<file path="config.mk">
export PLATFORM = sky130hd
export DESIGN_NAME = dedup_refcount_slot_allocator
export DESIGN_NICKNAME = d
export VERILOG_FILES = /design/src/sv/dsra_pkg.sv /design/src/sv/dsra_cell.sv /design/src/sv/dedup_refcount_slot_allocator.sv
export VERILOG_INCLUDE_DIRS = /design/src /design/src/sv
export SDC_FILE = /design/constraint.sdc
export NUM_CORES = 2
export LEC_CHECK = 0
export BUFFER_PORTS_ARGS = -buffer_cell sky130_fd_sc_hd__buf_2
export CORE_MARGIN = 4
export CORE_UTILIZATION = 48
export CTS_BUF_LIST = sky130_fd_sc_hd__clkbuf_16
export DETAILED_ROUTE_END_ITERATION = 16
export HOLD_SLACK_MARGIN = 0.02
export PLACE_DENSITY = 0.7
export SETUP_SLACK_MARGIN = 0.02
export SLEW_MARGIN = 15
export SYNTH_ARGS = -nofsm -noshare
export SYNTH_HDL_FRONTEND = slang
export SYNTH_SLANG_ARGS = --single-unit
</file>
<file path="constraint.sdc">
create_clock -name clk -period 7.4 [get_ports clk]
set_clock_uncertainty 0.2 [all_clocks]
set_input_delay 1.48 -clock clk [delete_from_list [all_inputs] [get_ports clk]]
set_output_delay 1.48 -clock clk [all_outputs]
set_load 0.01 [all_outputs]
</file>
<file path="src/sv/dedup_refcount_slot_allocator_defines.svh">
// Assertion helpers for the slot allocator. The enclosing module supplies
// signals named clk and rst_n.
`ifndef DEDUP_REFCOUNT_SLOT_ALLOCATOR_DEFINES_SVH
`define DEDUP_REFCOUNT_SLOT_ALLOCATOR_DEFINES_SVH

// Consequent must hold in the same cycle as the antecedent.
`define DSRA_ASSERT_NOW(label, ante, cons, msg) \
  label: assert property (@(posedge clk) disable iff (!rst_n) (ante) |-> (cons)) \
    else $error(msg);

// Consequent must hold in the cycle after the antecedent.
`define DSRA_ASSERT_NEXT(label, ante, cons, msg) \
  label: assert property (@(posedge clk) disable iff (!rst_n) (ante) |=> (cons)) \
    else $error(msg);

`endif

</file>
<file path="src/sv/dsra_pkg.sv">
package dsra_pkg;

  // Default sizes of the table.
  localparam int SLOTS_DEF    = 16;
  localparam int KEY_BITS_DEF = 64;
  localparam int REF_BITS_DEF = 16;

  // Fixed field widths of the ports.
  localparam int CMD_W    = 2;
  localparam int KEY_W    = 64;
  localparam int SIDX_W   = 4;
  localparam int STATUS_W = 3;
  localparam int LIMIT_W  = 5;

  localparam logic [LIMIT_W-1:0] LIMIT_RESET = 5'd16;

  // Command codes.
  localparam logic [CMD_W-1:0] CMD_ACQUIRE = 2'd0;
  localparam logic [CMD_W-1:0] CMD_RELEASE = 2'd1;
  localparam logic [CMD_W-1:0] CMD_CLEAR   = 2'd2;

  // Result status codes.
  localparam logic [STATUS_W-1:0] ST_NEW      = 3'd0;
  localparam logic [STATUS_W-1:0] ST_HIT      = 3'd1;
  localparam logic [STATUS_W-1:0] ST_FULL     = 3'd2;
  localparam logic [STATUS_W-1:0] ST_UNKNOWN  = 3'd3;
  localparam logic [STATUS_W-1:0] ST_RELEASED = 3'd4;
  localparam logic [STATUS_W-1:0] ST_CLEARED  = 3'd5;

  // Flags of the search token that walks down the cell row.
  typedef struct packed {
    logic vld;    // a token occupies this stage
    logic acq;    // acquire search, else release
    logic hit;    // key found, or release target was occupied
    logic freed;  // release brought the count to zero
  } tok_ctl_t;

  // Broadcast table control from the sequencer to every cell.
  typedef struct packed {
    logic clear;    // drop every slot
    logic install;  // write a new slot at the broadcast index
  } cell_ctl_t;

endpackage

</file>
<file path="src/sv/dsra_cell.sv">
module dsra_cell #(
  parameter int IDX      = 0,
  parameter int IW       = 4,
  parameter int KEY_BITS = 64,
  parameter int REF_BITS = 16
) (
  input  logic                 clk,
  input  logic                 rst_n,
  input  dsra_pkg::cell_ctl_t  ctl,
  input  logic [IW-1:0]        inst_idx,
  input  logic [KEY_BITS-1:0]  inst_key,
  input  dsra_pkg::tok_ctl_t   tok_i,
  input  logic [KEY_BITS-1:0]  tok_key_i,
  input  logic [IW-1:0]        tok_idx_i,
  output dsra_pkg::tok_ctl_t   tok_o,
  output logic [KEY_BITS-1:0]  tok_key_o,
  output logic [IW-1:0]        tok_idx_o
);
  import dsra_pkg::*;

  localparam logic [IW-1:0] MY_IDX = IW'(IDX);

  logic                occ_r, occ_nxt;
  logic [KEY_BITS-1:0] key_r, key_nxt;
  logic [REF_BITS-1:0] refs_r, refs_nxt;
  logic [REF_BITS-1:0] refs_dec;
  tok_ctl_t            tok_nxt;
  logic [IW-1:0]       idx_nxt;

  assign refs_dec = (refs_r != '0) ? refs_r - REF_BITS'(1) : '0;

  always_comb begin
    occ_nxt  = occ_r;
    key_nxt  = key_r;
    refs_nxt = refs_r;
    tok_nxt  = tok_i;
    idx_nxt  = tok_idx_i;
    if (ctl.clear) begin
      occ_nxt = 1'b0;
    end else if (ctl.install && inst_idx == MY_IDX) begin
      occ_nxt  = 1'b1;
      key_nxt  = inst_key;
      refs_nxt = REF_BITS'(1);
    end else if (tok_i.vld) begin
      if (tok_i.acq) begin
        if (occ_r && key_r == tok_key_i && !tok_i.hit) begin
          tok_nxt.hit = 1'b1;
          idx_nxt     = MY_IDX;
          if (refs_r != '1) begin
            refs_nxt = refs_r + REF_BITS'(1);
          end
        end
      end else if (tok_idx_i == MY_IDX && occ_r) begin
        tok_nxt.hit = 1'b1;
        refs_nxt    = refs_dec;
        if (refs_dec == '0) begin
          occ_nxt       = 1'b0;
          tok_nxt.freed = 1'b1;
        end
      end
    end
  end

  always_ff @(posedge clk) begin
    if (!rst_n) begin
      occ_r <= 1'b0;
      tok_o <= '0;
    end else begin
      occ_r <= occ_nxt;
      tok_o <= tok_nxt;
    end
  end

  // The key only moves along with a token, so the tail keeps the last
  // searched key until the sequencer has installed it.
  always_ff @(posedge clk) begin
    key_r     <= key_nxt;
    refs_r    <= refs_nxt;
    tok_idx_o <= idx_nxt;
    if (tok_i.vld) begin
      tok_key_o <= tok_key_i;
    end
  end

endmodule

</file>
<file path="src/sv/dedup_refcount_slot_allocator.sv">
// Channel | Direction | Transfer condition    | Payload
// in_     | input     | in_valid & in_ready   | command, state_key, slot_index
// out_    | output    | out_valid & out_ready | slot, status, dirty_valid/first/last
// cfg_    | input     | cfg_valid & cfg_ready | slot_limit
//
// Flow: an acquire or in-range release sends a search token through each cell
// of the row, then writes the result register (via a pop state when a slot is
// taken from the free stack). A clear or an out-of-range release writes the
// result register directly; an unused command is consumed without a result.
// Reset: synchronous, active low; the table starts empty with slot_limit 16.
// Stalls: the next item is taken while a result waits on the output register;
// it finishes only when that register has been emptied.
`include "dedup_refcount_slot_allocator_defines.svh"

module dedup_refcount_slot_allocator #(
  parameter int SLOTS    = dsra_pkg::SLOTS_DEF,
  parameter int KEY_BITS = dsra_pkg::KEY_BITS_DEF,
  parameter int REF_BITS = dsra_pkg::REF_BITS_DEF
) (
  input  logic                          clk,
  input  logic                          rst_n,
  input  logic                          in_valid,
  output logic                          in_ready,
  input  logic [dsra_pkg::CMD_W-1:0]    in_command,
  input  logic [dsra_pkg::KEY_W-1:0]    in_state_key,
  input  logic [dsra_pkg::SIDX_W-1:0]   in_slot_index,
  output logic                          out_valid,
  input  logic                          out_ready,
  output logic [dsra_pkg::SIDX_W-1:0]   out_slot,
  output logic [dsra_pkg::STATUS_W-1:0] out_status,
  output logic                          out_dirty_valid,
  output logic [dsra_pkg::SIDX_W-1:0]   out_dirty_first,
  output logic [dsra_pkg::SIDX_W-1:0]   out_dirty_last,
  input  logic                          cfg_valid,
  output logic                          cfg_ready,
  input  logic [dsra_pkg::LIMIT_W-1:0]  cfg_slot_limit
);
  import dsra_pkg::*;

  localparam int IW = $clog2(SLOTS);
  localparam int CW = IW + 1;
  localparam logic [CW-1:0] SLOTS_C = CW'(SLOTS);

  // Sequencer states.
  localparam logic [1:0] S_IDLE = 2'd0;
  localparam logic [1:0] S_SCAN = 2'd1;
  localparam logic [1:0] S_POP  = 2'd2;
  localparam logic [1:0] S_EMIT = 2'd3;

  logic [1:0]          state_r, state_nxt;
  logic [LIMIT_W-1:0]  limit_r, limit_nxt;
  logic [CW-1:0]       free_count_r, free_count_nxt;
  logic [CW-1:0]       next_fresh_r, next_fresh_nxt;
  logic                dirty_vld_r, dirty_vld_nxt;
  logic [IW-1:0]       dirty_lo_r, dirty_lo_nxt;
  logic [IW-1:0]       dirty_hi_r, dirty_hi_nxt;
  logic [IW-1:0]       res_slot_r, res_slot_nxt;
  logic [STATUS_W-1:0] res_status_r, res_status_nxt;
  logic                out_valid_r, out_valid_nxt;
  logic [SIDX_W-1:0]   out_slot_r, out_slot_nxt;
  logic [STATUS_W-1:0] out_status_r, out_status_nxt;
  logic                out_dv_r, out_dv_nxt;
  logic [SIDX_W-1:0]   out_df_r, out_df_nxt;
  logic [SIDX_W-1:0]   out_dl_r, out_dl_nxt;

  // The free stack is a small memory with a registered read port. The read
  // address always points at the top entry, so the popped slot is ready in the
  // pop state that follows the search.
  logic [IW-1:0] free_mem [SLOTS];
  logic [IW-1:0] pop_data_r;
  logic [IW-1:0] rd_addr;
  logic          mem_we;
  logic [IW-1:0] mem_wa;
  logic [IW-1:0] mem_wd;

  // Cell row. Stage 0 is the launch point driven by the sequencer; stage
  // SLOTS is the tail that the sequencer watches for the finished token.
  tok_ctl_t            tok   [SLOTS+1];
  logic [KEY_BITS-1:0] tkey  [SLOTS+1];
  logic [IW-1:0]       tidx  [SLOTS+1];
  logic [SLOTS-1:0]    tok_vld_vec;
  cell_ctl_t           ctl;
  logic [IW-1:0]       inst_idx;

  logic in_acc;
  logic cfg_acc;
  logic launch;
  logic rel_ok;
  logic fresh_ok;

  assign in_ready  = (state_r == S_IDLE) && !cfg_valid;
  assign cfg_ready = (state_r == S_IDLE);
  assign in_acc    = in_valid && in_ready;
  assign cfg_acc   = cfg_valid && cfg_ready;
  assign rel_ok    = 32'(in_slot_index) < SLOTS;
  assign fresh_ok  = (32'(next_fresh_r) < 32'(limit_r)) && (next_fresh_r < SLOTS_C);
  assign rd_addr   = IW'(free_count_r - CW'(1));

  assign out_valid       = out_valid_r;
  assign out_slot        = out_slot_r;
  assign out_status      = out_status_r;
  assign out_dirty_valid = out_dv_r;
  assign out_dirty_first = out_df_r;
  assign out_dirty_last  = out_dl_r;

  // Launch a token into the first cell when an acquire or an in-range release
  // is accepted. The key is trimmed to the stored width here.
  always_comb begin
    tok[0]     = '0;
    tok[0].vld = launch;
    tok[0].acq = (in_command == CMD_ACQUIRE);
  end
  assign tkey[0] = in_state_key[KEY_BITS-1:0];
  assign tidx[0] = IW'(in_slot_index);

  for (genvar g = 0; g < SLOTS; g++) begin : g_cell
    dsra_cell #(
      .IDX      (g),
      .IW       (IW),
      .KEY_BITS (KEY_BITS),
      .REF_BITS (REF_BITS)
    ) u_cell (
      .clk       (clk),
      .rst_n     (rst_n),
      .ctl       (ctl),
      .inst_idx  (inst_idx),
      .inst_key  (tkey[SLOTS]),
      .tok_i     (tok[g]),
      .tok_key_i (tkey[g]),
      .tok_idx_i (tidx[g]),
      .tok_o     (tok[g+1]),
      .tok_key_o (tkey[g+1]),
      .tok_idx_o (tidx[g+1])
    );
    assign tok_vld_vec[g] = tok[g+1].vld;
  end

  always_comb begin
    state_nxt      = state_r;
    limit_nxt      = limit_r;
    free_count_nxt = free_count_r;
    next_fresh_nxt = next_fresh_r;
    dirty_vld_nxt  = dirty_vld_r;
    dirty_lo_nxt   = dirty_lo_r;
    dirty_hi_nxt   = dirty_hi_r;
    res_slot_nxt   = res_slot_r;
    res_status_nxt = res_status_r;
    out_valid_nxt  = out_valid_r;
    out_slot_nxt   = out_slot_r;
    out_status_nxt = out_status_r;
    out_dv_nxt     = out_dv_r;
    out_df_nxt     = out_df_r;
    out_dl_nxt     = out_dl_r;
    ctl            = '0;
    inst_idx       = '0;
    launch         = 1'b0;
    mem_we         = 1'b0;
    mem_wa         = free_count_r[IW-1:0];
    mem_wd         = tidx[SLOTS];

    if (out_valid_r && out_ready) begin
      out_valid_nxt = 1'b0;
    end

    unique case (state_r)
      S_IDLE: begin
        if (cfg_acc) begin
          // A new limit empties the whole table.
          limit_nxt      = cfg_slot_limit;
          ctl.clear      = 1'b1;
          free_count_nxt = '0;
          next_fresh_nxt = '0;
          dirty_vld_nxt  = 1'b0;
          dirty_lo_nxt   = '0;
          dirty_hi_nxt   = '0;
        end else if (in_acc) begin
          unique case (in_command)
            CMD_ACQUIRE: begin
              launch    = 1'b1;
              state_nxt = S_SCAN;
            end
            CMD_RELEASE: begin
              res_slot_nxt = '0;
              if (rel_ok) begin
                launch    = 1'b1;
                state_nxt = S_SCAN;
              end else begin
                res_status_nxt = ST_UNKNOWN;
                state_nxt      = S_EMIT;
              end
            end
            CMD_CLEAR: begin
              dirty_vld_nxt  = 1'b0;
              dirty_lo_nxt   = '0;
              dirty_hi_nxt   = '0;
              res_slot_nxt   = '0;
              res_status_nxt = ST_CLEARED;
              state_nxt      = S_EMIT;
            end
            default: begin
              // Unused command: consumed without a result.
            end
          endcase
        end
      end

      S_SCAN: begin
        if (tok[SLOTS].vld) begin
          res_slot_nxt = '0;
          state_nxt    = S_EMIT;
          if (tok[SLOTS].acq) begin
            if (tok[SLOTS].hit) begin
              res_slot_nxt   = tidx[SLOTS];
              res_status_nxt = ST_HIT;
            end else if (free_count_r != '0) begin
              state_nxt = S_POP;
            end else if (fresh_ok) begin
              ctl.install    = 1'b1;
              inst_idx       = next_fresh_r[IW-1:0];
              next_fresh_nxt = next_fresh_r + CW'(1);
              res_slot_nxt   = next_fresh_r[IW-1:0];
              res_status_nxt = ST_NEW;
            end else begin
              res_status_nxt = ST_FULL;
            end
          end else if (!tok[SLOTS].hit) begin
            res_status_nxt = ST_UNKNOWN;
          end else begin
            if (tok[SLOTS].freed && free_count_r < SLOTS_C) begin
              mem_we         = 1'b1;
              free_count_nxt = free_count_r + CW'(1);
            end
            res_status_nxt = ST_RELEASED;
          end
        end
      end

      S_POP: begin
        ctl.install    = 1'b1;
        inst_idx       = pop_data_r;
        free_count_nxt = free_count_r - CW'(1);
        res_slot_nxt   = pop_data_r;
        res_status_nxt = ST_NEW;
        state_nxt      = S_EMIT;
      end

      S_EMIT: begin
        if (!out_valid_r || out_ready) begin
          out_valid_nxt  = 1'b1;
          out_slot_nxt   = SIDX_W'(res_slot_r);
          out_status_nxt = res_status_r;
          out_dv_nxt     = dirty_vld_r;
          out_df_nxt     = SIDX_W'(dirty_lo_r);
          out_dl_nxt     = SIDX_W'(dirty_hi_r);
          state_nxt      = S_IDLE;
        end
      end

      default: begin
        state_nxt = S_IDLE;
      end
    endcase

    // A newly written slot widens the dirty range. While the range is empty
    // both bounds sit at zero, so the first write sets them to the slot.
    if (ctl.install) begin
      dirty_vld_nxt = 1'b1;
      if (!dirty_vld_r || inst_idx < dirty_lo_r) begin
        dirty_lo_nxt = inst_idx;
      end
      if (inst_idx > dirty_hi_r) begin
        dirty_hi_nxt = inst_idx;
      end
    end
  end

  always_ff @(posedge clk) begin
    if (!rst_n) begin
      state_r      <= S_IDLE;
      limit_r      <= LIMIT_RESET;
      free_count_r <= '0;
      next_fresh_r <= '0;
      dirty_vld_r  <= 1'b0;
      dirty_lo_r   <= '0;
      dirty_hi_r   <= '0;
      out_valid_r  <= 1'b0;
    end else begin
      state_r      <= state_nxt;
      limit_r      <= limit_nxt;
      free_count_r <= free_count_nxt;
      next_fresh_r <= next_fresh_nxt;
      dirty_vld_r  <= dirty_vld_nxt;
      dirty_lo_r   <= dirty_lo_nxt;
      dirty_hi_r   <= dirty_hi_nxt;
      out_valid_r  <= out_valid_nxt;
    end
  end

  always_ff @(posedge clk) begin
    res_slot_r   <= res_slot_nxt;
    res_status_r <= res_status_nxt;
    out_slot_r   <= out_slot_nxt;
    out_status_r <= out_status_nxt;
    out_dv_r     <= out_dv_nxt;
    out_df_r     <= out_df_nxt;
    out_dl_r     <= out_dl_nxt;
  end

  always_ff @(posedge clk) begin
    if (mem_we) begin
      free_mem[mem_wa] <= mem_wd;
    end
    pop_data_r <= free_mem[rd_addr];
  end

  // Only one search runs through the row at a time.
  `DSRA_ASSERT_NOW(a_one_token, 1'b1, $countones(tok_vld_vec) <= 1,
    "more than one search token in the cell row")
  // A finished token can only arrive while the sequencer waits for it.
  `DSRA_ASSERT_NOW(a_tail_in_scan, tok[SLOTS].vld, state_r == S_SCAN,
    "search token left the row outside the scan state")
  // A pop is only issued from a non-empty free stack.
  `DSRA_ASSERT_NOW(a_pop_nonempty, state_r == S_POP, free_count_r != '0,
    "pop from an empty free stack")
  // Writing a slot always leaves a valid dirty range behind.
  `DSRA_ASSERT_NEXT(a_install_dirty, ctl.install, dirty_vld_r && dirty_lo_r <= dirty_hi_r,
    "dirty range not valid after a slot was written")

endmodule
</file>
==> metrics.yaml <==
max_stage_delay_ns: 0.83
finalSetupViolations: 0
async_flop_share_pct: 0
core-area_um2: 223000
worstHoldPathType: "register to register"
hold_violations: 0
drv_slew: 0
synth_area_um2: 108000
io-pin-count: 99
top_usage_layer: "met2"
ys_seq_area_share_pct: 70.0
nets: 7978
cts_buffers: 274
crit_family: "simple AND/OR/NAND/NOR gates"
status: "completed"
synth-compound-area-share_pct: 5.86
final_util_pct: 54.2
first_global_vias: 62794
cts_max_path_buffers: 4
worst_slew_pin_slew_ns: 1.21
power_leakage_uw: 0.0390
drv_cap: 0
cp.required_ns: 7.79
die_h_um: 481
yosysTopAreaCell: "edfxtp_1"
wl_um: 304000
fin_crit_sh_pct: 66.5
grt_util_met1_pct: 34.4
synth_ff_type: "edfxtp_1"
end_kind: "register"
max_freq_ghz: 0.203
globalRoute.totalOverflow: 0
synthMuxAreaShare_pct: 0.937
crit_arrival_ns: 5.31
multi_input_area_um2: 30000
cts_resized: 0
synth_edf_count: 2391
path_buf_inv: 3
ir_worst_vdd_uv: 232
synth_common_cells: "edfxtp_1, xnor2_1, nor2_1"
die_w_um: 481
cts_hold_buf: 0
cts_tree: "done"
fin_crit_ns: 4.92
met2_usage_pct: 42.3
avgSynthCellArea_um2: 14.1
p_per_area_nw_per_um2: 253
antenna_left: 0
drtIter0Drc: 9326
port_buffers: 98
path_max_fanout: 40
yosys.area_share.adder_pct: 0.675
die-area_um2: 232000
cts_root_buf: "clkbuf_16"
setup_ws_ns: 2.48
place_ws_ns: 2.52
synth_top_area_share_pct: 66.8
reg2reg_slack_ns: 2.48
netlist_top_cells_area: "edfxtp_1, xnor2_1, dfxtp_1"
drive_gt1_share_pct: 9.79
start_util_pct: 48.3
cts_num_sinks: 2566
antenna_found_initial: 41
grt_max_degree: 70
synth_cells: 7624
syn_to_final_growth_pct: 12.2
vias_per_cell: 5.96
cp_slowest_cell: "and2_2"
grt_setup_unrepaired: "no"
rows: 173
yosysUniqueCellTypes: 94
clock_latency_ns: 0.94
grtUsageMet3_pct: 4.33
synth_xor_area_share_pct: 8.79
synth_top_family_by_area: "simple AND/OR/NAND/NOR gates"
grt.total_usage_pct: 25.9
vias: 65707
fillerInstances: 17939
worstPathCellList: "inv_1 > ha_1 > or4b_4 > or3_1 > a211oi_1 > a21oi_1 > nor4_4 > buf_4 > and2_2 > buf_4"
cts.clk_slew.worst_paths_ns: 0.06
slew_headroom_pct: 18.7
crit_type: "register to register"
grt_pass1_wl_um: 437000
seqCellArea_um2: 75300
place.detailed.hpwl_um: 212000
yosysWarnings: 0
place_congestion: 0.926
post_cts_buffers: 0
synth_seq_cells: 2566
drtPass1Iterations: 7
avgRoutedWirePerCell_um: 27.6
post-route-drc-count: 0
h-tree-depth: 5
cp-start-kind: "register"
totalNegativeSetupSlack_ns: 0
cpMostUsedCell: "buf_4"
synth_most_common_cell: "edfxtp_1"
yosys.area_share.simple_pct: 11.5
syn_nets: 7762
registers in the layout, summed over array words and instances, names as in the netlist, 5 cells and up:
| signal | flops |
|---|---|
| free_count_r | 5 |
| free_mem | 64 |
| g_cell.u_cell.key_r | 1024 |
| g_cell.u_cell.occ_r | 16 |
| g_cell.u_cell.refs_r | 256 |
| g_cell.u_cell.tok_idx_o | 64 |
| g_cell.u_cell.tok_key_o | 1024 |
| g_cell.u_cell.tok_o | 64 |
| limit_r | 5 |
| next_fresh_r | 5 |
path summary, 6_finish.rpt:
path,startpoint,endpoint,depth (start not counted)
min reg2reg,g_cell[15].u_cell.tok_key_o[48],g_cell[15].u_cell.key_r[48],0
max,free_count_r[1],g_cell[7].u_cell.key_r[20],10
max reg2reg,free_count_r[1],g_cell[7].u_cell.key_r[20],10
min,g_cell[15].u_cell.tok_key_o[48],g_cell[15].u_cell.key_r[48],0
worst reg2reg max path, stage by stage (launching register included):
cell      delay (ns)
dfxtp_1         0.37
inv_1           0.16
ha_1            0.20
or4b_4          0.51
or3_1           0.44
a211oi_1        0.41
a21oi_1         0.42
nor4_4          0.34
buf_4           0.32
and2_2          0.84
buf_4           0.41
stage by stage:
stage | power [µW] | cells | cell area [µm²] | hold slack, ns
final | 30500 | 11033 | 121000 | 0.204
after global routing | 31400 | 11014 | 121000 | 0.217
after CTS | 30700 | 11011 | 121000 | 0.215
after detailed placement | 17500 | 10539 | 112000 | 0.207
after global placement | 17400 | 10539 | 112000 | 0.207
after floorplan | 17000 | 7624 | 108000 | 0.200
layer usage:
metal  part of all wire (%)  up-vias
li1                       -    28943
met3                    9.2      598
met5                  0.016        -
met4                    4.8        8
met1                     38    32630
met2                     48     3528
placed cells by master (no fill, tap or decap), types with 49 or more instances in the layout:
cell type  count
buf_4        156
nor3_1       233
and2_1        81
clkbuf_16    285
xnor2_1      814
inv_1        360
xor2_1       265
nor4_1       164
and3_1        68
o21ai_0      118
nand2b_1     133
a211oi_1      76
ha_1          58
buf_2         97
o22ai_1       75
nor2b_1      143
nor2_1       505
a21oi_1      210
nand4_1      231
clkinv_1      49
or3_1         51
dfxtp_1      160
nand3_1      146
nand2_1      314
a22oi_1       51
edfxtp_1    2391
area by class of cell:
class | instances | area share, %
clock inverter | 187 | 1.27
inverter | 323 | 1.00
tap | 2975 | 3.09
timing repair buffer | 253 | 1.37
sequential | 2566 | 62.4
multi-input combinational | 4422 | 24.9
antenna | 22 | 0.0456
clock buffer | 285 | 5.91
power breakdown:
part,internal [µW],total [µW],switching (µW)
Combinational,336,1110,770
Sequential,15900,16100,168
Clock,7810,13400,5570
Total,24000,30500,6510
cell families after synthesis:
family	count (synthesis)
buffers and inverters	636
adder cells (fa/ha/maj)	58
multiplexers	71
AO/OA/AOI/OAI	907
AND/OR/NAND/NOR	2307
flip-flops	2566
XOR/XNOR	1079
(Power assumes the default switching activity.)
